## config.mk

```make
export PLATFORM = sky130hd
export DESIGN_NAME = cbl_cell
export DESIGN_NICKNAME = d
export VERILOG_FILES = /design/src/rtl/cbl_pkg.sv /design/src/rtl/cbl_cell.sv
export SDC_FILE = /design/constraint.sdc
export NUM_CORES = 1
export LEC_CHECK = 0
export BUFFER_PORTS_ARGS = -buffer_cell sky130_fd_sc_hd__buf_2
export CAP_MARGIN = 15
export CORE_MARGIN = 2
export CORE_UTILIZATION = 40
export CTS_CLUSTER_SIZE = 28
export DETAILED_ROUTE_END_ITERATION = 8
export GPL_TIMING_DRIVEN = 0
export PLACE_DENSITY = 0.73
export SLEW_MARGIN = 20
export SYNTH_ARGS = -nofsm -noshare
export SYNTH_HDL_FRONTEND = slang
export SYNTH_SLANG_ARGS = --single-unit
```

## constraint.sdc

```tcl
create_clock -name clk -period 5.5 [get_ports clk]
set_input_delay 1.375 -clock clk [delete_from_list [all_inputs] [get_ports clk]]
set_output_delay 1.375 -clock clk [all_outputs]
set_load 0.01 [all_outputs]
```

## src/rtl/cbl_pkg.sv

```systemverilog
// Package for the connection flood blacklist: verdict and register codes,
// the search token that travels down the cell row, and the result record.
// No dependencies.
package cbl_pkg;

    localparam int ADDR_W   = 32;
    localparam int TIME_W   = 32;
    localparam int WINDOW_W = 16;
    localparam int WARN_W   = 5;
    localparam int VERD_W   = 2;
    localparam int IDX_W    = 8;

    localparam logic [VERD_W-1:0] VERDICT_ACCEPT = 2'd0;
    localparam logic [VERD_W-1:0] VERDICT_BANNED = 2'd1;
    localparam logic [VERD_W-1:0] VERDICT_NEWBAN = 2'd2;

    localparam logic [IDX_W-1:0] REG_WINDOW_MS     = 8'd0;
    localparam logic [IDX_W-1:0] REG_WARNING_LIMIT = 8'd1;

    localparam logic [WINDOW_W-1:0] WINDOW_RESET = 16'd1000;
    localparam logic [WARN_W-1:0]   LIMIT_RESET  = 5'd25;

    typedef struct packed {
        logic [WINDOW_W-1:0] window_ms;
        logic [WARN_W-1:0]   warning_limit;
    } cbl_cfg_t;

    // busy: token present; done: some cell has resolved the attempt
    typedef struct packed {
        logic              busy;
        logic              done;
        logic [ADDR_W-1:0] addr;
        logic [TIME_W-1:0] now;
        logic [VERD_W-1:0] verdict;
        logic [WARN_W-1:0] warn;
    } cbl_tok_t;

    typedef struct packed {
        logic [VERD_W-1:0] verdict;
        logic              not_recorded;
        logic [WARN_W-1:0] warnings_now;
    } cbl_res_t;

endpackage

```

## src/rtl/cbl_cell.sv

```systemverilog
// One table entry of the blacklist plus one stage of the search token row.
// Depends on cbl_pkg.
module cbl_cell
    import cbl_pkg::*;
(
    input  logic     clk,
    input  logic     rst_n,
    input  cbl_cfg_t cfg,
    input  cbl_tok_t tok_in,
    output cbl_tok_t tok_out
);

    logic              valid_reg, valid_next;
    logic [ADDR_W-1:0] address_reg, address_next;
    logic [TIME_W-1:0] last_reg, last_next;
    logic [WARN_W-1:0] warn_reg, warn_next;
    logic              banned_reg, banned_next;
    cbl_tok_t          tok_reg, tok_next;

    logic              active;
    logic              hit;
    logic [TIME_W-1:0] elapsed;
    logic              fast;

    assign active  = tok_in.busy && !tok_in.done;
    assign hit     = valid_reg && (address_reg == tok_in.addr);
    assign elapsed = tok_in.now - last_reg;
    assign fast    = elapsed < {{(TIME_W-WINDOW_W){1'b0}}, cfg.window_ms};

    always_comb
    begin
        valid_next   = valid_reg;
        address_next = address_reg;
        last_next    = last_reg;
        warn_next    = warn_reg;
        banned_next  = banned_reg;
        tok_next     = tok_in;
        if (active && hit)
        begin
            tok_next.done    = 1'b1;
            tok_next.verdict = VERDICT_ACCEPT;
            tok_next.warn    = warn_reg;
            priority if (banned_reg)
            begin
                tok_next.verdict = VERDICT_BANNED;
            end
            else if (fast)
            begin
                if (warn_reg >= cfg.warning_limit)
                begin
                    banned_next      = 1'b1;
                    tok_next.verdict = VERDICT_NEWBAN;
                end
                else
                begin
                    warn_next     = warn_reg + 1'b1;
                    tok_next.warn = warn_reg + 1'b1;
                end
            end
            else
            begin
                last_next = tok_in.now;
            end
        end
        else if (active && !valid_reg)
        begin
            // valid entries form a prefix, so the first free cell is the insert point
            valid_next       = 1'b1;
            address_next     = tok_in.addr;
            last_next        = tok_in.now;
            warn_next        = '0;
            banned_next      = 1'b0;
            tok_next.done    = 1'b1;
            tok_next.verdict = VERDICT_ACCEPT;
            tok_next.warn    = '0;
        end
    end

    always_ff @(posedge clk or negedge rst_n)
    begin
        if (!rst_n)
        begin
            valid_reg <= 1'b0;
            tok_reg   <= '0;
        end
        else
        begin
            valid_reg <= valid_next;
            tok_reg   <= tok_next;
        end
    end

    always_ff @(posedge clk)
    begin
        address_reg      <= address_next;
        last_reg         <= last_next;
        warn_reg         <= warn_next;
        banned_reg       <= banned_next;
    end

    assign tok_out = tok_reg;

endmodule

```

==> results.cfg, run 1 <==
[status]
status = complete, no violations

[placed_design]
placed_area_um2 = 8420
dp.cells = 1023
gp_congestion = 0.881
port-buffer-count = 168
dp_hpwl_um = 12500

[timing]
slew_headroom_pct = 36.4
fin_crit_sh_pct = 98.0
finalSetupViolCount = 0
max_freq_ghz = 0.185
finalCriticalPeriod_ns = 5.39
finalHoldViolations = 0
worstMarginPinSlew_ns = 0.950
fin_skew_ns = 0.00961
maxSlewViolCount = 0

[global_routing]
grt_pass1_wl_um = 27400
overflow = 0
grt_max_degree = 53
grt_antenna_before_repair = 0
grt_pass1_vias = 5425
grt.total_usage_pct = 18.2

[cells_and_area]
synthToLayoutAreaGrowth_pct = 30.8
fin_cells = 1073
antenna_cells = 0
layout_commonest_cell = buf_2
layout_common_cells = buf_2, dfrtp_1, edfxtp_1
final_area_um2 = 9410
largest_register_ffs = 73
drive_above_1_share_pct = 33.8
nets = 980

[synthesis]
synth-xor-area-share_pct = 8.03
synth_cell_type_count = 64
ys_seq_area_share_pct = 55.0
synth-simple-area-share_pct = 12.0
syn-num-nets = 773
ys_ff_latch = 144
synth_compound_area_share_pct = 11.3
synthAdderAreaFrac_pct = 9.32
synth_area_per_cell_um2 = 11.5
synth_mux_area_share_pct = 0.452
synth_area_um2 = 7190
synth_ff_type = dfrtp_1
async_flop_share_pct = 51.4
synth_top_family_by_area = simple AND/OR/NAND/NOR gates
yosys_warnings = 0
synth_edf_count = 70
netlist_instances = 624

[floorplan]
io_pins = 169
die_w_um = 138
die_area_um2 = 19100
die_h_um = 138
start_util_pct = 40.5
num_rows = 49
core_region_area_um2 = 17800

[worst_setup_path]
start_kind = input port
critPathMaxFanout = 8
r2r-end = last_reg[23]$_DFFE_PP_
critPathKind = input port to register
worstPathArrival_ns = 5.50
cp-end-kind = register
reg2reg_depth = 19
rrSetupSlack_ns = 0.75
cp.required_ns = 5.61
r2r-start = last_reg[0]$_DFFE_PP_

[worst_hold_path]
hold_path_end = valid_reg$_DFFE_PN0P_
hold_depth = 1
min-delay-start = valid_reg$_DFFE_PN0P_
min_path_type = register to register

[clock_network]
clk_latency_ns = 0.42
cts_tree = built
clockRootBuffer = clkbuf_16
clockBufferDepth = 2
cts-buffers-inserted = 17
clk_pin_slew_worst_paths_ns = 0.06
cts.sinks = 144
cts_max_level = 4

[pwr]
power_mw = 2.65
peakVddDrop_mv = 0.231
p_leak_nw = 4.16
p_per_area_nw_per_um2 = 281

[routing]
dr.first_iter.drc_count = 331
via_per_inst = 5.12
drt_pass1_iterations = 5
avgRoutedWirePerCell_um = 16.2
drc_errors = 0
vias = 5490
wl_um = 17400
ant_nets = 0

[flow_run]
drv_cap = 0
-- area by class of cell --
type                       count  area [um^2]
clock buffer                  17          425
buffer                         6         31.3
fill                        1560         8370
timing repair buffer         186         1040
multi-input combinational    413         3270
tap                          229          287
clock inverter                15          169
sequential                   144         3950
inverter                      63          236
-- power breakdown --
| group | leakage (nW) | total, mW | switching (mW) | internal, mW |
|---|---|---|---|---|
| registers | 1.49 | 1.16 | 0.00589 | 1.16 |
| logic | 2.37 | 0.321 | 0.183 | 0.138 |
| clock network | 0.290 | 1.16 | 0.483 | 0.682 |
-- timing repair --
item | 4_1_cts | 5_1_grt
endpoints found under the setup margin | 43 | 44
gates cloned | 3 | 0
buffers inserted | 10 | 6
endpoints found under the hold margin | 0 | 0
pin swaps | 9 | 20
hold buffers | 0 | 0
resized for setup | 9 | 44
-- metrics by stage --
step | hold WS, ns | util, % | worst slack [ns] | TNS, ns
finish | 0.585 | 52.9 | 0.109 | 0
detailed placement | 0.568 | 47.4 | -0.796 | -32.77
global placement | 0.517 | 47.0 | -0.764 | -31.64
floorplan | 0.487 | - | 0.0243 | 0
global route | 0.622 | 52.9 | -0.0242 | -0.337
CTS | 0.584 | 51.6 | 0.00877 | 0
-- Yosys cell counts, types with 6 or more instances --
cell type / n / area share, %
a21o_1: 14 / 1.5
o21ai_0: 18 / 1.3
nor2b_1: 6 / 0.52
nor3_1: 14 / 0.97
nor2_1: 29 / 1.5
a21oi_1: 46 / 3.2
xnor2_1: 29 / 3.5
nand2b_1: 10 / 0.87
xor2_1: 37 / 4.5
inv_1: 63 / 3.3
ha_1: 52 / 9.0
nand2_1: 48 / 2.5
o21ai_1: 11 / 0.77
nand4_1: 16 / 1.4
dfrtp_1: 74 / 26
edfxtp_1: 70 / 29
nand3_1: 6 / 0.42
nor4_1: 7 / 0.61
-- worst max-delay path by stage --
stage,from,end,slack (ns),cells after the start
after floorplan,tok_in[7],last_reg[0]$_DFFE_PP_,0.02,20
after global placement,tok_in[7],last_reg[0]$_DFFE_PP_,-0.76,21
after detailed placement,tok_in[7],last_reg[0]$_DFFE_PP_,-0.80,21
after CTS,tok_in[7],last_reg[23]$_DFFE_PP_,0.009,22
after global routing,tok_in[7],last_reg[23]$_DFFE_PP_,-0.02,21
final,tok_in[12],last_reg[23]$_DFFE_PP_,0.11,24
-- per-layer routing --
| layer | global-route usage, % | share of wire [%] | vias to the layer above |
|---|---|---|---|
| met4 | 6.93 | 2.3 | 0 |
| met3 | 4.36 | 6.0 | 33 |
| met5 | 0 | 0 | - |
| met2 | 30.3 | 47 | 222 |
| met1 | 23.1 | 44 | 2575 |
| li1 | - | - | 2660 |
-- logic make-up after synthesis --
group           Yosys count
xor+xnor                 66
buf+inv                  70
simple gates            162
fa+ha+maj                53
compound gates          126
mux                       3
flops                   144
-- critical path, cell delays in order --
cell and delay [ns]:
buf_2 0.12, ha_2 0.33, a21o_1 0.19, nand2b_1 0.18, o21ai_4 0.24, a211oi_2 0.13
buf_4 0.16, buf_4 0.12, buf_4 0.12, buf_4 0.12, buf_4 0.12, buf_4 0.12
buf_4 0.12, buf_4 0.12, buf_4 0.12, buf_4 0.13, a21oi_1 0.17, xor2_1 0.16
and4b_1 0.23, or3b_2 0.44, buf_2 0.21, o21ai_4 0.18, buf_12 0.15, a21oi_4 0.13
Note: power is estimated with default switching activity, not from simulation.
==> inputs of run 2 (changes only) <==
CORE_UTILIZATION = 49   (was 40)
PLACE_DENSITY = 0.85   (was 0.73)
==> run 2 against run 1 <==
Power shrank 1.0%. Global-route usage grew 3.9 points. Design area decreased by 1.8%. Clock skew down 0.0036 ns.
==> results.cfg, run 2 (synthesized netlist as in run 1, its figures left out) <==
[cells_and_area]
fin_util_pct = 64.1
largest_register_ffs = 73
layout_commonest_cell = buf_2
antenna_cells = 0
nets = 970
synthToLayoutAreaGrowth_pct = 28.5
final_area_um2 = 9240
fillCellCount = 1108
fin_cells = 1017
layout_common_cells = buf_2, dfrtp_1, edfxtp_1
drive_above_1_share_pct = 31.3

[timing]
max_freq_ghz = 0.185
finalSetupViolCount = 0
maxSlewViolCount = 0
worstMarginPinSlew_ns = 0.934
fin_skew_ns = 0.00597
finalCriticalPeriod_ns = 5.39
fin_crit_sh_pct = 98.0
setup_slack_ns = 0.107
slew_headroom_pct = 37.5
hold_ws_ns = 0.597
finalHoldViolations = 0

[worst_setup_path]
reg2reg_depth = 19
critPathKind = input port to register
critPathSlowestCell = or4_4
worstPathCellList = buf_2 -> ha_2 -> a21oi_2 -> o21ai_1 -> a21oi_1 -> nor2b_1 -> nor3_1 -> xnor2_1 -> ha_1 -> and4_1 -> a221oi_2 -> o211ai_1 -> a211oi_2 -> o211ai_1 -> or4_4 -> or3_4 -> o21ai_4 -> buf_12 -> a21oi_4
cpPeakStageDelay_ns = 0.43
worstPathArrival_ns = 5.51
r2r-end = last_reg[12]$_DFFE_PP_
start_kind = input port
cp_common_cell = o211ai_1
critPathMaxFanout = 8
cp.required_ns = 5.61
rrSetupSlack_ns = 0.79
r2r-start = last_reg[8]$_DFFE_PP_
cp-end-kind = register

[pwr]
p_leak_nw = 4.10
power_frac_clock_pct = 43.4
switching_share_pct = 23.7
peakVddDrop_mv = 0.203
p_int_mw = 2.00
p_per_area_nw_per_um2 = 284
pwr-share-comb_pct = 12.2
seqPwrFrac_pct = 44.4
power_switching_uw = 620

[floorplan]
io_pins = 169
die_area_um2 = 15700
core_region_area_um2 = 14400
start_util_pct = 49.9
num_rows = 44
die_w_um = 125
die_h_um = 125

[placed_design]
post-place-ws_ns = -0.800
placed_area_um2 = 8370
dp.cells = 978
dp_hpwl_um = 12200
port-buffer-count = 168
gp_congestion = 0.910

[routing]
vias = 5598
avgRoutedWirePerCell_um = 16.8
via_per_inst = 5.50
dr.first_iter.drc_count = 410
ant_nets = 0
drc_errors = 0
drt_pass1_iterations = 5
wl_um = 17100

[status]
status = complete, no violations

[clock_network]
clockBufferDepth = 2
clockRootBuffer = clkbuf_16
clk_latency_ns = 0.42
holdBufCountCts = 0
cts_max_level = 4
cts.sinks = 144
clk_pin_slew_worst_paths_ns = 0.05
cts-buffers-inserted = 17
cts_tree = built

[flow_run]
drv_cap = 0

[worst_hold_path]
hold_path_end = valid_reg$_DFFE_PN0P_
min_path_type = register to register
hold_depth = 1
min-delay-start = valid_reg$_DFFE_PN0P_

[global_routing]
grt_pass1_wl_um = 27400
grt_pass1_vias = 5595
grt_max_degree = 54
grt.total_usage_pct = 22.1
grt_antenna_before_repair = 0
overflow = 0
## run 2: cell count changes in the layout (fill, tap and decap cells not counted), sizes merged
cell,before,now
inv,72,64
clkinvlp,2,1
bufinv,2,0
clkbuf,21,29
buf,188,178
clkinv,2,4
## run 2: power groups by stage
stage / Clock (mW) / Sequential (mW) / Combinational, mW
floorplan: 0 / 1.20 / 0.147
global placement: 0 / 1.18 / 0.282
detailed placement: 0 / 1.18 / 0.295
CTS: 1.16 / 1.16 / 0.304
global route: 1.21 / 1.17 / 0.353
finish: 1.14 / 1.16 / 0.319
## run 2: worst max-delay path, delay by kind of cell
kind	cells	cell delay (ns)
AO/OA/AOI/OAI	9	1.61
buffers and inverters	2	0.27
adder cells (fa/ha/maj)	2	0.63
AND/OR/NAND/NOR	5	1.40
XOR/XNOR	1	0.18
## run 2: repair_timing
item                                    in CTS  in global routing
pin swaps                                    6                 19
setup buffers                                2                  4
gates resized for setup                     11                 30
endpoints found under the setup margin      44                 44
gates cloned                                 3                  0
## run 2: layout make-up
class	count	area [um^2]	share of cell area [%]
Clock buffer	25	562	6.08
Sequential cell	144	3950	42.8
Inverter	63	236	2.56
Multi-Input combinational cell	413	3230	35.0
Timing Repair Buffer	176	956	10.3
Clock inverter	6	40.0	0.433
Buffer	6	31.3	0.338
Tap cell	184	230	2.49
## run 2: how the worst max path moves through the flow
stage / start / to / slack (ns) / depth (start not counted)
floorplan: tok_in[7] / last_reg[0]$_DFFE_PP_ / 0.02 / 20
global placement: tok_in[7] / last_reg[8]$_DFFE_PP_ / -0.76 / 21
detailed placement: tok_in[7] / last_reg[8]$_DFFE_PP_ / -0.80 / 21
CTS: tok_in[11] / last_reg[11]$_DFFE_PP_ / 0.03 / 22
global route: tok_in[15] / last_reg[5]$_DFFE_PP_ / -0.08 / 19
finish: tok_in[15] / last_reg[12]$_DFFE_PP_ / 0.11 / 19
## run 2: per-stage QoR
stage	TNS, ns	power [mW]
floorplan	0	1.35
global placement	-31.47	1.47
detailed placement	-33.16	1.48
CTS	0	2.62
global route	-2.16	2.73
finish	0	2.62
## run 2: metal layers
layer  wire length (um)  GRT usage [%]  vias to the layer above
met5                  0              0                        -
met4                577           9.61                        0
met3               1190           4.54                       55
met2               8260           37.3                      292
met1               7090           27.5                     2611
li1                   -              -                     2640
==> inputs of run 3 (changes only) <==
ABC_AREA = 1   (was default)
CORE_UTILIZATION = 50   (was 49)
==> run 3 against run 2 <==
Area after synthesis up 10%. Global-route usage up 0.24 points. Design area up 5.1%. Register-to-register slack better by 0.74 ns. Core utilization down 2.3 points. Sequential power up 3%. Critical path depth up 4. First-iteration DRC count down 11%. Sequential cell count unchanged. Final cell count up 35%. Hold slack worse by 0.014 ns. Non-clock buffer count down 10. Critical endpoint is now warn_reg[1]$_SDFFCE_PN0P_.
==> results.cfg, run 3 <==
[placed_design]
port-buffer-count = 168
gp_congestion = 0.945
dp.cells = 1341
dp_hpwl_um = 14500

[worst_hold_path]
min_path_type = register to register

[cells_and_area]
synthToLayoutAreaGrowth_pct = 22.5
nets = 1293
layout_commonest_cell = nand2_1
layout_common_cells = nand2_1, inv_1, buf_2
largest_register_ffs = 73
fin_cells = 1374
drive_above_1_share_pct = 20.1
fillCellCount = 1382
fin_util_pct = 61.8

[routing]
via_per_inst = 4.78
ant_nets = 0
wl_um = 18200
drc_errors = 0
dr.first_iter.drc_count = 363
drt_pass1_iterations = 7
avgRoutedWirePerCell_um = 13.2
vias = 6563

[clock_network]
cts.sinks = 144
clk_pin_slew_worst_paths_ns = 0.06
post_cts.repair.setup_buffers = 0
clockBufferDepth = 2
cts_tree = built
holdBufCountCts = 0
ctsResizeCount = 0
clockRootBuffer = clkbuf_16
cts_max_level = 4
clk_latency_ns = 0.43
cts-buffers-inserted = 17

[global_routing]
grt_pass1_wl_um = 29100
overflow = 0
grt_util_met2_pct = 38.9
grt_max_degree = 46
grt_pass1_vias = 6222
grt.busiest_layer = met2
grt.total_usage_pct = 22.3
met1_usage_pct = 27.6
use_met3_pct = 4.55
grt_antenna_before_repair = 1

[timing]
setup-tns-final_ns = 0
finalHoldViolations = 0
finalSetupViolCount = 0
fin_crit_sh_pct = 84.9
fin_skew_ns = 0.0116
grt_setup_unrepaired = no
slew_headroom_pct = 57.4
max_freq_ghz = 0.214
worstMarginPinSlew_ns = 0.636
maxSlewViolCount = 0
finalCriticalPeriod_ns = 4.67

[worst_setup_path]
worstPathArrival_ns = 4.74
critPathKind = input port to register
start_kind = input port
cp-end-kind = register
cp.required_ns = 5.57
critPathMaxFanout = 6

[synthesis]
yosys_warnings = 0
synth_area_per_cell_um2 = 8.31
async_flop_share_pct = 51.4
yosysMostFrequentCell = nand2_1
ys_seq_area_share_pct = 49.9
synth_cell_type_count = 34
synthTopCellsByCount = nand2_1, inv_1, dfrtp_1
synth_top_area_cell = edfxtp_1
yosysTopAreaCellShare_pct = 26.5
netlist_instances = 954
synth_area_um2 = 7930
synth_ff_type = dfrtp_1
ys_ff_latch = 144
synthTopCellsByArea = edfxtp_1, dfrtp_1, nand2_1
syn-num-nets = 1103
synth_edf_count = 70

[flow_run]
drv_cap = 0

[floorplan]
start_util_pct = 50.5
die_h_um = 130
die_w_um = 130
die_area_um2 = 16900
core_region_area_um2 = 15700
num_rows = 46
io_pins = 169

[pwr]
peakVddDrop_mv = 0.187
p_leak_nw = 5.27
p_per_area_nw_per_um2 = 284

[status]
status = complete, no violations
run 3: cells by family after synthesis:
family                     Yosys count  share of synthesized area (%)
buffers and inverters              223                           10.6
adders and majority gates           53                           8.46
xor gates and xnor gates            26                           2.87
AOI/OAI and AO/OA                   61                           4.50
and+or+nand+nor                    447                           23.7
DFF                                144                           49.9
run 3: final timing paths:
check	from	to	slack [ns]	cells after the start
min in group asynchronous	rst_n	tok_out[44]$_DFF_PN0_	0.89	1
max	tok_in[7]	warn_reg[1]$_SDFFCE_PN0P_	0.83	23
min	valid_reg$_DFFE_PN0P_	valid_reg$_DFFE_PN0P_	0.58	1
max reg2reg	last_reg[0]$_DFFE_PP_	warn_reg[1]$_SDFFCE_PN0P_	1.53	21
max in group asynchronous	rst_n	tok_out[54]$_DFF_PN0_	4.04	2
min reg2reg	valid_reg$_DFFE_PN0P_	valid_reg$_DFFE_PN0P_	0.58	1
run 3: power breakdown:
part	switching, mW	internal [mW]
sequential	0.0140	1.18
combinational	0.278	0.166
clock	0.490	0.630
run 3: area by class of cell:
class                      count  area [um^2]  share of cell area [%]
multi-input combinational    587         3160                    32.5
timing repair buffer         171          911                    9.38
clock inverter                13          118                    1.21
inverter                     222          833                    8.58
buffer                         1         5.00                  0.0515
antenna                        1         2.50                  0.0258
tap                          216          270                    2.78
sequential                   144         3950                    40.7
clock buffer                  19          464                    4.78
run 3: per-layer routing:
| metal | vias up | wire, um |
|---|---|---|
| li1 | 3357 | - |
| met1 | 2938 | 7940 |
| met2 | 233 | 8730 |
| met3 | 35 | 1020 |
| met4 | 0 | 467 |
| met5 | - | 0 |
run 3: worst max-delay path, cell delays in order:
cell	delay [ns]
buf_2	0.10
inv_1	0.04
ha_1	0.22
fa_1	0.41
inv_1	0.10
nand2_1	0.05
nand2_1	0.08
and2_1	0.22
nand2_1	0.08
nand3_1	0.15
xor2_1	0.10
ha_1	0.18
a21oi_1	0.14
nor2_1	0.06
a211oi_1	0.17
nand3_1	0.13
nor2_1	0.13
nand3_1	0.10
nor2_2	0.15
nand3_1	0.15
nand2_2	0.15
nand2_1	0.06
nor2_1	0.37
run 3: metrics by stage:
stage / power, mW / hold WS [ns] / area (um^2) / worst slack (ns)
after floorplan: 1.49 / 0.464 / 7930 / 0.0244
after global placement: 1.64 / 0.485 / 9040 / -1.35
after detailed placement: 1.66 / 0.573 / 9130 / 0.408
after CTS: 2.78 / 0.587 / 9710 / 0.855
after global routing: 2.88 / 0.593 / 9710 / 0.571
final: 2.76 / 0.583 / 9710 / 0.828
